## config.mk

```make
export PLATFORM = sky130hd
export DESIGN_NAME = display_aspect_ratio_reducer_top
export DESIGN_NICKNAME = d
export VERILOG_FILES = /design/src/dar_pkg.sv /design/src/dar_div.sv /design/src/dar_dpath.sv /design/src/dar_ctrl.sv /design/src/display_aspect_ratio_reducer_top.sv
export VERILOG_INCLUDE_DIRS = /design/src /design/src/src
export SDC_FILE = /design/constraint.sdc
export NUM_CORES = 1
export LEC_CHECK = 0
export BUFFER_PORTS_ARGS = -buffer_cell sky130_fd_sc_hd__buf_4
export CAP_MARGIN = 15
export CORE_MARGIN = 5
export CORE_UTILIZATION = 25
export CTS_CLUSTER_SIZE = 24
export DETAILED_ROUTE_END_ITERATION = 16
export PLACE_DENSITY = 0.37
export SETUP_SLACK_MARGIN = 0.5
export SLEW_MARGIN = 15
export SYNTH_ARGS = -nofsm -noshare
export SYNTH_HDL_FRONTEND = slang
export SYNTH_HIERARCHICAL = 1
export SYNTH_SLANG_ARGS = --single-unit
```

## constraint.sdc

```tcl
create_clock -name clock -period 11.6 [get_ports clock]
set_input_delay 2.32 -clock clock [delete_from_list [all_inputs] [get_ports clock]]
set_output_delay 2.32 -clock clock [all_outputs]
set_load 0.02 [all_outputs]
```

## src/assert_macros.svh

```systemverilog
// Assertion macros used by the RTL top level.
`ifndef ASSERT_MACROS_SVH
`define ASSERT_MACROS_SVH

// Same-cycle implication, disabled in reset.
`define DAR_ASSERT_IMP(label, clk, rst, ante, cons) \
   label: assert property (@(posedge clk) disable iff (rst) (ante) |-> (cons)) \
      else $error("dar same-cycle check failed");

// Next-cycle implication, disabled in reset.
`define DAR_ASSERT_NXT(label, clk, rst, ante, cons) \
   label: assert property (@(posedge clk) disable iff (rst) (ante) |=> (cons)) \
      else $error("dar next-cycle check failed");

`endif

```

## src/dar_pkg.sv

```systemverilog
// Shared types, codes and constants of the aspect ratio reducer.
package dar_pkg;

   localparam int WORD_W           = 16;
   localparam int CAND_W           = 6;
   localparam int PROD_W           = WORD_W + CAND_W;
   localparam int TOL_W            = 7;
   localparam int SCALED_W         = PROD_W + TOL_W;
   localparam int DIV_CNT_W        = $clog2(WORD_W);
   localparam int SEARCH_LIMIT_DEF = 21;
   localparam logic [TOL_W-1:0] TOL_SCALE = TOL_W'(100);

   localparam logic [1:0] DIV_SEL_GCD = 2'd0;
   localparam logic [1:0] DIV_SEL_W   = 2'd1;
   localparam logic [1:0] DIV_SEL_H   = 2'd2;

   localparam logic [1:0] OUT_SEL_RATIO   = 2'd0;
   localparam logic [1:0] OUT_SEL_ZERO    = 2'd1;
   localparam logic [1:0] OUT_SEL_INVALID = 2'd2;

   typedef struct packed {
      logic       accept;
      logic       div_start;
      logic [1:0] div_sel;
      logic       gcd_step;
      logic       wr_w;
      logic       wr_h;
      logic       srch_init;
      logic       srch_step;
      logic       load_pair;
      logic       load_out;
      logic [1:0] out_sel;
   } cmd_type;

   typedef struct packed {
      logic in_zero;
      logic b_zero;
      logic div_done;
      logic rw_gt_limit;
      logic hit;
      logic miss_end;
      logic out_free;
   } sts_type;

endpackage

```

## src/dar_div.sv

```systemverilog
// Restoring divider, one quotient bit per cycle.
module dar_div (
   input  logic                       clock,
   input  logic                       reset,
   input  logic                       start,
   input  logic [dar_pkg::WORD_W-1:0] dividend,
   input  logic [dar_pkg::WORD_W-1:0] divisor,
   output logic [dar_pkg::WORD_W-1:0] quotient,
   output logic [dar_pkg::WORD_W-1:0] remainder,
   output logic                       done
);

   logic [dar_pkg::WORD_W-1:0]    rem_ff, rem_in;
   logic [dar_pkg::WORD_W-1:0]    quo_ff, quo_in;
   logic [dar_pkg::WORD_W-1:0]    dvs_ff, dvs_in;
   logic [dar_pkg::DIV_CNT_W-1:0] cnt_ff, cnt_in;
   logic                          busy_ff, busy_in;
   logic                          done_ff, done_in;
   logic [dar_pkg::WORD_W:0]      shifted;
   logic [dar_pkg::WORD_W:0]      trial;
   logic                          fits;
   logic                          last_step;

   assign shifted   = {rem_ff, quo_ff[dar_pkg::WORD_W-1]};
   assign trial     = shifted - {1'b0, dvs_ff};
   assign fits      = shifted >= {1'b0, dvs_ff};
   assign last_step = cnt_ff == {dar_pkg::DIV_CNT_W{1'b1}};

   always_comb begin
      rem_in  = rem_ff;
      quo_in  = quo_ff;
      dvs_in  = dvs_ff;
      cnt_in  = cnt_ff;
      busy_in = busy_ff;
      done_in = 1'b0;
      if (start) begin
         rem_in  = '0;
         quo_in  = dividend;
         dvs_in  = divisor;
         cnt_in  = '0;
         busy_in = 1'b1;
      end else if (busy_ff) begin
         rem_in = fits ? trial[dar_pkg::WORD_W-1:0] : shifted[dar_pkg::WORD_W-1:0];
         quo_in = {quo_ff[dar_pkg::WORD_W-2:0], fits};
         cnt_in = cnt_ff + 1'b1;
         if (last_step) begin
            busy_in = 1'b0;
            done_in = 1'b1;
         end
      end
   end

   always_ff @(posedge clock) begin
      rem_ff <= rem_in;
      quo_ff <= quo_in;
      dvs_ff <= dvs_in;
      cnt_ff <= cnt_in;
      if (reset) begin
         busy_ff <= 1'b0;
         done_ff <= 1'b0;
      end else begin
         busy_ff <= busy_in;
         done_ff <= done_in;
      end
   end

   assign quotient  = quo_ff;
   assign remainder = rem_ff;
   assign done      = done_ff;

endmodule

```

## src/dar_dpath.sv

```systemverilog
// Datapath: Euclid operands, divider, candidate search pipe, result register.
module dar_dpath #(
   parameter int SEARCH_LIMIT = dar_pkg::SEARCH_LIMIT_DEF
) (
   input  logic                       clock,
   input  logic                       reset,
   input  dar_pkg::cmd_type           cmd,
   output dar_pkg::sts_type           sts,
   input  logic [dar_pkg::WORD_W-1:0] req_frame_width,
   input  logic [dar_pkg::WORD_W-1:0] req_frame_height,
   output logic                       rsp_valid,
   input  logic                       rsp_stall,
   output logic [dar_pkg::WORD_W-1:0] rsp_ratio_num,
   output logic [dar_pkg::WORD_W-1:0] rsp_ratio_den,
   output logic                       rsp_invalid
);

   localparam logic [dar_pkg::CAND_W-1:0] LIMIT_C = dar_pkg::CAND_W'(SEARCH_LIMIT);
   localparam logic [dar_pkg::CAND_W-1:0] ONE_C   = dar_pkg::CAND_W'(1);

   logic [dar_pkg::WORD_W-1:0]   a_ff, a_in, b_ff, b_in;
   logic [dar_pkg::WORD_W-1:0]   rw_ff, rw_in, rh_ff, rh_in;
   logic [dar_pkg::CAND_W-1:0]   aw_ff, aw_in, ah_ff, ah_in;
   logic [dar_pkg::CAND_W-1:0]   p_aw_ff, p_ah_ff;
   logic [dar_pkg::PROD_W-1:0]   p_lhs_ff, p_rhs_ff;
   logic                         p_last_ff, p_vld_ff;
   logic [dar_pkg::WORD_W-1:0]   num_ff, num_in, den_ff, den_in;
   logic                         inv_ff, inv_in, vld_ff, vld_in;
   logic [dar_pkg::WORD_W-1:0]   div_dividend, div_divisor, div_quo, div_rem;
   logic                         div_done;
   logic [dar_pkg::PROD_W-1:0]   diff;
   logic [dar_pkg::SCALED_W-1:0] scaled;
   logic                         hit;

   dar_div u_div (
      .clock     (clock),
      .reset     (reset),
      .start     (cmd.div_start),
      .dividend  (div_dividend),
      .divisor   (div_divisor),
      .quotient  (div_quo),
      .remainder (div_rem),
      .done      (div_done)
   );

   always_comb begin
      case (cmd.div_sel)
         dar_pkg::DIV_SEL_W: begin
            div_dividend = rw_ff;
            div_divisor  = a_ff;
         end
         dar_pkg::DIV_SEL_H: begin
            div_dividend = rh_ff;
            div_divisor  = a_ff;
         end
         default: begin
            div_dividend = a_ff;
            div_divisor  = b_ff;
         end
      endcase
   end

   always_comb begin
      a_in  = a_ff;
      b_in  = b_ff;
      rw_in = rw_ff;
      rh_in = rh_ff;
      if (cmd.accept) begin
         a_in  = req_frame_width;
         b_in  = req_frame_height;
         rw_in = req_frame_width;
         rh_in = req_frame_height;
      end else if (cmd.load_pair) begin
         a_in  = dar_pkg::WORD_W'(p_aw_ff);
         b_in  = dar_pkg::WORD_W'(p_ah_ff);
         rw_in = dar_pkg::WORD_W'(p_aw_ff);
         rh_in = dar_pkg::WORD_W'(p_ah_ff);
      end else begin
         if (cmd.gcd_step) begin
            a_in = b_ff;
            b_in = div_rem;
         end
         if (cmd.wr_w) begin
            rw_in = div_quo;
         end
         if (cmd.wr_h) begin
            rh_in = div_quo;
         end
      end
   end

   // candidate order: numerator outer, denominator inner, both counting down
   always_comb begin
      aw_in = aw_ff;
      ah_in = ah_ff;
      if (cmd.srch_init) begin
         aw_in = LIMIT_C;
         ah_in = LIMIT_C;
      end else if (cmd.srch_step) begin
         if (ah_ff == ONE_C) begin
            ah_in = LIMIT_C;
            aw_in = aw_ff - ONE_C;
         end else begin
            ah_in = ah_ff - ONE_C;
         end
      end
   end

   assign diff   = (p_lhs_ff > p_rhs_ff) ? p_lhs_ff - p_rhs_ff : p_rhs_ff - p_lhs_ff;
   assign scaled = dar_pkg::SCALED_W'(diff) * dar_pkg::SCALED_W'(dar_pkg::TOL_SCALE);
   assign hit    = p_vld_ff && (scaled < dar_pkg::SCALED_W'(p_lhs_ff));

   always_comb begin
      num_in = num_ff;
      den_in = den_ff;
      inv_in = inv_ff;
      vld_in = vld_ff && rsp_stall;
      if (cmd.load_out) begin
         vld_in = 1'b1;
         case (cmd.out_sel)
            dar_pkg::OUT_SEL_RATIO: begin
               num_in = rw_ff;
               den_in = rh_ff;
               inv_in = 1'b0;
            end
            dar_pkg::OUT_SEL_INVALID: begin
               num_in = '0;
               den_in = '0;
               inv_in = 1'b1;
            end
            default: begin
               num_in = '0;
               den_in = '0;
               inv_in = 1'b0;
            end
         endcase
      end
   end

   always_ff @(posedge clock) begin
      a_ff      <= a_in;
      b_ff      <= b_in;
      rw_ff     <= rw_in;
      rh_ff     <= rh_in;
      aw_ff     <= aw_in;
      ah_ff     <= ah_in;
      p_aw_ff   <= aw_ff;
      p_ah_ff   <= ah_ff;
      p_lhs_ff  <= dar_pkg::PROD_W'(rw_ff) * dar_pkg::PROD_W'(ah_ff);
      p_rhs_ff  <= dar_pkg::PROD_W'(aw_ff) * dar_pkg::PROD_W'(rh_ff);
      p_last_ff <= (aw_ff == ONE_C) && (ah_ff == ONE_C);
      num_ff    <= num_in;
      den_ff    <= den_in;
      inv_ff    <= inv_in;
      if (reset) begin
         p_vld_ff <= 1'b0;
         vld_ff   <= 1'b0;
      end else begin
         p_vld_ff <= cmd.srch_step;
         vld_ff   <= vld_in;
      end
   end

   assign sts.in_zero     = (req_frame_width == '0) || (req_frame_height == '0);
   assign sts.b_zero      = b_ff == '0;
   assign sts.div_done    = div_done;
   assign sts.rw_gt_limit = rw_ff > dar_pkg::WORD_W'(SEARCH_LIMIT);
   assign sts.hit         = hit;
   assign sts.miss_end    = p_vld_ff && p_last_ff && !hit;
   assign sts.out_free    = !vld_ff || !rsp_stall;

   assign rsp_valid     = vld_ff;
   assign rsp_ratio_num = num_ff;
   assign rsp_ratio_den = den_ff;
   assign rsp_invalid   = inv_ff;

endmodule

```

## src/dar_ctrl.sv

```systemverilog
// Controller: sequences Euclid, the reducing divides and the candidate search.
module dar_ctrl (
   input  logic             clock,
   input  logic             reset,
   input  logic             req_valid,
   output logic             req_stall,
   input  dar_pkg::sts_type sts,
   output dar_pkg::cmd_type cmd
);

   localparam logic [2:0] S_IDLE   = 3'd0;
   localparam logic [2:0] S_GTEST  = 3'd1;
   localparam logic [2:0] S_GWAIT  = 3'd2;
   localparam logic [2:0] S_WWAIT  = 3'd3;
   localparam logic [2:0] S_HWAIT  = 3'd4;
   localparam logic [2:0] S_CHECK  = 3'd5;
   localparam logic [2:0] S_SEARCH = 3'd6;
   localparam logic [2:0] S_OUT    = 3'd7;

   logic [2:0] state_ff, state_in;
   logic [1:0] out_sel_ff, out_sel_in;

   always_comb begin
      cmd         = '0;
      cmd.out_sel = out_sel_ff;
      state_in    = state_ff;
      out_sel_in  = out_sel_ff;
      unique case (state_ff)
         S_IDLE: begin
            if (req_valid) begin
               cmd.accept = 1'b1;
               if (sts.in_zero) begin
                  out_sel_in = dar_pkg::OUT_SEL_INVALID;
                  state_in   = S_OUT;
               end else begin
                  state_in = S_GTEST;
               end
            end
         end
         S_GTEST: begin
            cmd.div_start = 1'b1;
            if (sts.b_zero) begin
               cmd.div_sel = dar_pkg::DIV_SEL_W;
               state_in    = S_WWAIT;
            end else begin
               cmd.div_sel = dar_pkg::DIV_SEL_GCD;
               state_in    = S_GWAIT;
            end
         end
         S_GWAIT: begin
            if (sts.div_done) begin
               cmd.gcd_step = 1'b1;
               state_in     = S_GTEST;
            end
         end
         S_WWAIT: begin
            if (sts.div_done) begin
               cmd.wr_w      = 1'b1;
               cmd.div_start = 1'b1;
               cmd.div_sel   = dar_pkg::DIV_SEL_H;
               state_in      = S_HWAIT;
            end
         end
         S_HWAIT: begin
            if (sts.div_done) begin
               cmd.wr_h = 1'b1;
               state_in = S_CHECK;
            end
         end
         S_CHECK: begin
            if (sts.rw_gt_limit) begin
               cmd.srch_init = 1'b1;
               state_in      = S_SEARCH;
            end else begin
               out_sel_in = dar_pkg::OUT_SEL_RATIO;
               state_in   = S_OUT;
            end
         end
         S_SEARCH: begin
            cmd.srch_step = 1'b1;
            if (sts.hit) begin
               // matched pair goes back through Euclid to be reduced
               cmd.load_pair = 1'b1;
               state_in      = S_GTEST;
            end else if (sts.miss_end) begin
               out_sel_in = dar_pkg::OUT_SEL_ZERO;
               state_in   = S_OUT;
            end
         end
         S_OUT: begin
            if (sts.out_free) begin
               cmd.load_out = 1'b1;
               state_in     = S_IDLE;
            end
         end
         default: begin
            state_in = S_IDLE;
         end
      endcase
   end

   always_ff @(posedge clock) begin
      out_sel_ff <= out_sel_in;
      if (reset) begin
         state_ff <= S_IDLE;
      end else begin
         state_ff <= state_in;
      end
   end

   assign req_stall = state_ff != S_IDLE;

endmodule

```

## src/display_aspect_ratio_reducer_top.sv

```systemverilog
// Top level of the display aspect ratio reducer.
//
//   beat   | dir | handshake            | payload
//   req    | in  | req_valid/req_stall  | frame_width, frame_height
//   rsp    | out | rsp_valid/rsp_stall  | ratio_num, ratio_den, invalid
//
// One beat in, one beat out. Each Euclid remainder step is one pass through
// the shared 16-step restoring divider; reducing width and height takes two
// more divides. The search tests one candidate per cycle, over at most
// SEARCH_LIMIT^2 candidates, then the matched pair is reduced the same way.
// Reset is synchronous and clears the controller, divider and output valid.
// req_stall is high while an item is in work; a held result only blocks the
// finish of the next item.
`include "assert_macros.svh"

module display_aspect_ratio_reducer_top #(
   parameter int SEARCH_LIMIT = dar_pkg::SEARCH_LIMIT_DEF
) (
   input  logic                       clock,
   input  logic                       reset,
   input  logic                       req_valid,
   output logic                       req_stall,
   input  logic [dar_pkg::WORD_W-1:0] req_frame_width,
   input  logic [dar_pkg::WORD_W-1:0] req_frame_height,
   output logic                       rsp_valid,
   input  logic                       rsp_stall,
   output logic [dar_pkg::WORD_W-1:0] rsp_ratio_num,
   output logic [dar_pkg::WORD_W-1:0] rsp_ratio_den,
   output logic                       rsp_invalid
);

   localparam logic [dar_pkg::WORD_W-1:0] LIMIT_W = dar_pkg::WORD_W'(SEARCH_LIMIT);

   dar_pkg::cmd_type cmd;
   dar_pkg::sts_type sts;
   logic             rsp_ratio_zero;

   dar_ctrl u_ctrl (
      .clock     (clock),
      .reset     (reset),
      .req_valid (req_valid),
      .req_stall (req_stall),
      .sts       (sts),
      .cmd       (cmd)
   );

   dar_dpath #(
      .SEARCH_LIMIT (SEARCH_LIMIT)
   ) u_dpath (
      .clock            (clock),
      .reset            (reset),
      .cmd              (cmd),
      .sts              (sts),
      .req_frame_width  (req_frame_width),
      .req_frame_height (req_frame_height),
      .rsp_valid        (rsp_valid),
      .rsp_stall        (rsp_stall),
      .rsp_ratio_num    (rsp_ratio_num),
      .rsp_ratio_den    (rsp_ratio_den),
      .rsp_invalid      (rsp_invalid)
   );

   assign rsp_ratio_zero = (rsp_ratio_num == '0) && (rsp_ratio_den == '0);

   `DAR_ASSERT_IMP(a_inv_zero, clock, reset, rsp_valid && rsp_invalid, rsp_ratio_zero)
   `DAR_ASSERT_IMP(a_num_limit, clock, reset, rsp_valid, rsp_ratio_num <= LIMIT_W)
   `DAR_ASSERT_NXT(a_busy_after_accept, clock, reset, req_valid && !req_stall, req_stall)
   `DAR_ASSERT_IMP(a_pair_from_search, clock, reset, cmd.load_pair, cmd.srch_step && !cmd.load_out)

endmodule

```

# Yosys cells after proc, flatten, opt, wreduce, memory -nomap -nowiden
# Cells that the tools add are included.
[classes]
n_addsub = 6
mul = 3
magnitude_cmp = 4
eq_ne = 23
mux = 57
n_bitwise = 1
reduce_logical = 26
[op_table]
columns = ["operator", "count"]
rows = [
  ["16-bit 2-to-1 mux", 16],
  ["16-bit logical NOT", 3],
  ["22-bit subtractor", 2],
  ["16-bit one-hot mux with 2 select lines", 1],
  ["29-bit by 22-bit < comparator with 1-bit output", 1],
  ["22-bit by 5-bit multiplier with 27-bit output (second input constant)", 1],
  ["3-bit 2-to-1 mux", 9],
  ["3-bit one-hot mux with 8 select lines", 1],
  ["22-bit greater-than comparator", 1],
  ["16-bit by 6-bit multiplier with 22-bit output", 1],
  ["6-bit by 16-bit multiplier with 22-bit output", 1],
  ["22-bit 2-to-1 mux", 1],
  ["1-bit 2-to-1 mux", 20],
  ["17-bit by 16-bit greater-or-equal comparator with 1-bit output", 1],
  ["16-bit by 5-bit greater-than comparator with 1-bit output (second input constant)", 1],
  ["16-bit subtractor", 1],
  ["3-bit nonzero test", 5],
  ["3-bit == test (second input constant)", 4],
  ["6-bit by 1-bit == test with 1-bit output (second input constant)", 2],
  ["2-bit 2-to-1 mux", 6],
  ["2-bit inequality test (second input constant)", 6],
  ["6-bit AND reduction", 2],
  ["6-bit by 1-bit subtractor with 6-bit output (second input constant)", 2],
  ["3-bit by 2-bit == test with 1-bit output (second input constant)", 2],
  ["20 further kinds", 30],
]
[totals]
reg_bits = 227
in_bits = 36
wordCells = 144

# Depth between registers and ports, before layout
[logic_depth]
ltp_word = 10
depth_mapped = 42
depth_no_buf = 38

# Cells and area by module
# The synthesis kept the hierarchy.
[modules_own_cells]
columns = ["module", "n_inst", "cells_each", "area_each_um2"]
rows = [
  ["dar_dpath", 1, 1862, 16947.5],
  ["dar_div", 1, 275, 2951.6],
  ["dar_ctrl", 1, 57, 470.5],
]

# Worst setup path before layout
# No wires, ideal clock.
[synth_timing]
path_kind = "register -> register"
start = "register u_dpath/p_lhs_ff[0] (netlist name)"
end = "register u_dpath/a_ff[0] (netlist name) (enable)"
setup_time_ps = 390
arrival_ps = 7728
required_ps = 11210
slack_ps = 3482
path_stages_with_launch = 39
n_path_buf = 4
cell_sequence = "dfxtp_1 inv_1 ha_1 inv_1 fa_1 a21oi_2 o22ai_2 o211ai_1 nand3_2 nand2_2 buf_6 buf_2 nor3_1 a21oi_1 xor2_1 ha_1 ha_1 inv_1 [... 3 more ...] a21o_1 or3_1 o21ai_1 a21oi_1 o21a_1 o21a_1 o41a_1 xor2_1 ha_1 nor4b_1 o21ai_0 a211oi_1 o2111ai_1 nor3_1 buf_4 and2_1 clkbuf_1 or3_1"
[synth_lines]
columns = ["element", "line_no", "source"]
rows = [
  ["start: declaration", "dar_dpath.sv:25", "logic [dar_pkg::PROD_W-1:0] p_lhs_ff, p_rhs_ff;"],
  ["start signal: assignment", "dar_dpath.sv:149", "p_lhs_ff <= dar_pkg::PROD_W'(rw_ff) * dar_pkg::PROD_W'(ah_ff);"],
  ["end signal: assignment", "dar_dpath.sv:141", "a_ff <= a_in;"],
  ["end: declaration", "dar_dpath.sv:21", "logic [dar_pkg::WORD_W-1:0] a_ff, a_in, b_ff, b_in;"],
]

==> results.ini <==
[global_routing]
gr-max-usage-layer=met2
grtUsageMet3=0.0147
grt_overflow=0
gr-usage-met1=0.175
met2_usage=0.250
grt_pass1_vias=16100
grt_max_degree=74
track_usage=0.138
grt_antenna_before_repair=1
grt_pass1_wl_um=94700

[sta]
final-hold-violation-count=0
tightestPinTransition_ns=0.957
rsz0062_at_grt=no
finalSetupViolCount=0
layout_min_cycle_time_ns=9.69
slew_headroom=0.361
fmax_mhz=103
skew_ns=0.0162
slew_viol_final=0
period_share=0.836
fin_setup_tns_ns=0

[clocking]
cts_resized=0
cts_root_buf=clkbuf_16
htree_num_levels=1
holdBufCountCts=0
cts_buffer_depth=3
path_clk_slew_ns=0.07
cts_sinks=227
clock_latency_ns=0.56
cts_buffers=28
cts_tree=done
cts_setup_buffers=0

[floorplan]
io_pins=71
die_area_um2=87300
coreArea_um2=80700
die_y_um=295
die_w_um=295
start_util=0.252
fp-row-count=104

[logic_synthesis]
synth.area.top_cells=edfxtp_1 19%, ha_1 13%, fa_1 13%
synth_largest_area_cell=edfxtp_1
synthesis.nets=2578
synth_flop_cell=edfxtp_1
synth_warnings=6
netlist.area_leader.share=0.193
synth_area_per_cell_um2=9.28
synth_edf_count=131
synth-seq-cells=227
netlist_area_um2=20400
ys_seq_area_frac=0.287
async_flop_share=0
synth.distinct_cells=97
netlist_instances=2194

[critical_path]
worstPathArrival_ns=9.99
slowest_delay_ns=0.53
crit_type=flip-flop to flip-flop
crit_fanout=30
end_kind=flip-flop
slowest_stage=nand2_2
start_kind=flip-flop
cp.required_ns=11.89

[job]
cap_viol_max_count=0

[placed_design]
routabilityCongestion=0.833
io_buffers=70
hpwlAfterDp_um=48900

[routing]
ant_nets=0
avgRoutedWirePerCell_um=18.6
via_per_inst=4.63
drt-total-wl_um=61200
drt_pass1_iterations=5
dr.first_iter.drc_count=674
num_vias=15200
post-route-drc-count=0

[layout]
syn2layout_area_growth_pct=11.9
drive_gt1_frac=0.0926
layout_commonest_cell=inv_1
mostFrequentLayoutCells=280 x inv_1, 239 x nand2_1, 215 x ha_1, 133 x a21oi_1, 133 x fa_1
nets=2587
nFillCells=8542

[run_status]
status=complete, no violations

[min_path]
min_path_type=flip-flop to flip-flop

-- cell families after synthesis --
kind of cell | count (synthesis) | share of synthesized area
and+or+nand+nor | 642 | 0.155
AOI/OAI and AO/OA | 436 | 0.147
buffers and inverters | 385 | 0.0754
adders and majority gates | 348 | 0.263
DFF | 227 | 0.287
xor gates and xnor gates | 105 | 0.0451
muxes | 51 | 0.0272
-- sequential cells by signal, summed over array words and instances, names as in the netlist, 2 cells and up --
register                 flops
u_dpath/u_div/cnt_ff         4
u_dpath/aw_ff                6
u_dpath/p_aw_ff              6
u_dpath/u_div/remainder     16
u_dpath/u_div/dvs_ff        16
u_dpath/p_ah_ff              6
u_dpath/b_ff                16
u_dpath/rsp_ratio_num       16
u_dpath/a_ff                16
u_dpath/ah_ff                6
u_dpath/p_lhs_ff            22
u_dpath/p_rhs_ff            22
u_ctrl/state_ff              3
u_dpath/u_div/quotient      16
u_ctrl/out_sel_ff            2
u_dpath/rh_ff               16
u_dpath/rsp_ratio_den       16
u_dpath/rw_ff               16
-- path summary, 6_finish.rpt --
check                                                         startpoint                                        to  slack (ns)  cells after the start
worst min-delay path            u_dpath/u_div/remainder[15]$_SDFFE_PP0P_  u_dpath/u_div/remainder[15]$_SDFFE_PP0P_        0.50                      2
worst max register to register               u_dpath/p_lhs_ff[0]$_DFF_P_                u_dpath/rw_ff[1]$_DFFE_PP_        1.91                     37
worst max-delay path                         u_dpath/p_lhs_ff[0]$_DFF_P_                u_dpath/rw_ff[1]$_DFFE_PP_        1.91                     37
worst min register to register  u_dpath/u_div/remainder[15]$_SDFFE_PP0P_  u_dpath/u_div/remainder[15]$_SDFFE_PP0P_        0.50                      2
-- per-layer routing --
metal | vias up | routed length [um]
li1 | 7500 | -
met3 | 81 | 1620
met1 | 7427 | 27200
met2 | 210 | 30600
met4 | 0 | 1760
met5 | - | 0
-- stage by stage --
stage,hold WS (ns),instances,worst slack [ns],util,instance area [um^2]
global route,0.534,3285,1.05,0.282,22800
global placement,0.493,3233,1.98,0.271,21900
CTS,0.494,3285,1.83,0.282,22800
detailed placement,0.486,3233,1.89,0.271,21900
floorplan,0.329,2194,3.48,-,20400
finish,0.501,3286,1.91,0.282,22800
-- area by class of cell --
| class | count | area (um^2) | area share |
|---|---|---|---|
| multi-input combinational | 1582 | 13000 | 0.571 |
| sequential | 227 | 5860 | 0.257 |
| tap | 1060 | 1330 | 0.0582 |
| inverter | 282 | 1060 | 0.0465 |
| clock buffer | 42 | 827 | 0.0363 |
| timing repair buffer | 82 | 616 | 0.0270 |
| clock inverter | 10 | 87.6 | 0.00384 |
| antenna | 1 | 2.50 | 0.000110 |
-- cells in the mapped netlist, types with 11 or more instances --
master,n
nor2b_1,32
o21bai_1,11
nor4_1,17
o21ai_1,12
a22oi_1,18
inv_1,280
ha_1,215
buf_2,12
mux2i_1,16
a211oi_1,25
edfxtp_1,131
nand4_1,14
xnor2_1,67
or3_1,18
nor3_1,48
nand2_1,239
nor2_1,107
mux2_2,34
a22o_1,41
clkbuf_1,62
o21a_1,15
a21o_1,36
buf_1,14
and2_1,78
o21ai_0,52
nand2b_1,26
a21oi_1,134
xor2_1,38
o211ai_1,13
dfxtp_1,96
fa_1,133
nand3_1,22
-- worst max-delay path: cells and delay by family (launching register included) --
| family | cells | cell delay (ns) |
|---|---|---|
| AO/OA/AOI/OAI | 14 | 2.95 |
| AND/OR/NAND/NOR | 6 | 2.08 |
| buffers and inverters | 7 | 1.14 |
| multiplexers | 1 | 0.26 |
| XOR/XNOR | 2 | 0.51 |
| flip-flops | 1 | 0.32 |
| adder cells (fa/ha/maj) | 7 | 2.10 |
Power is left out: the tool's default activity adds up to more than one toggle a clock period on the data nets, which glitch-free logic cannot reach.
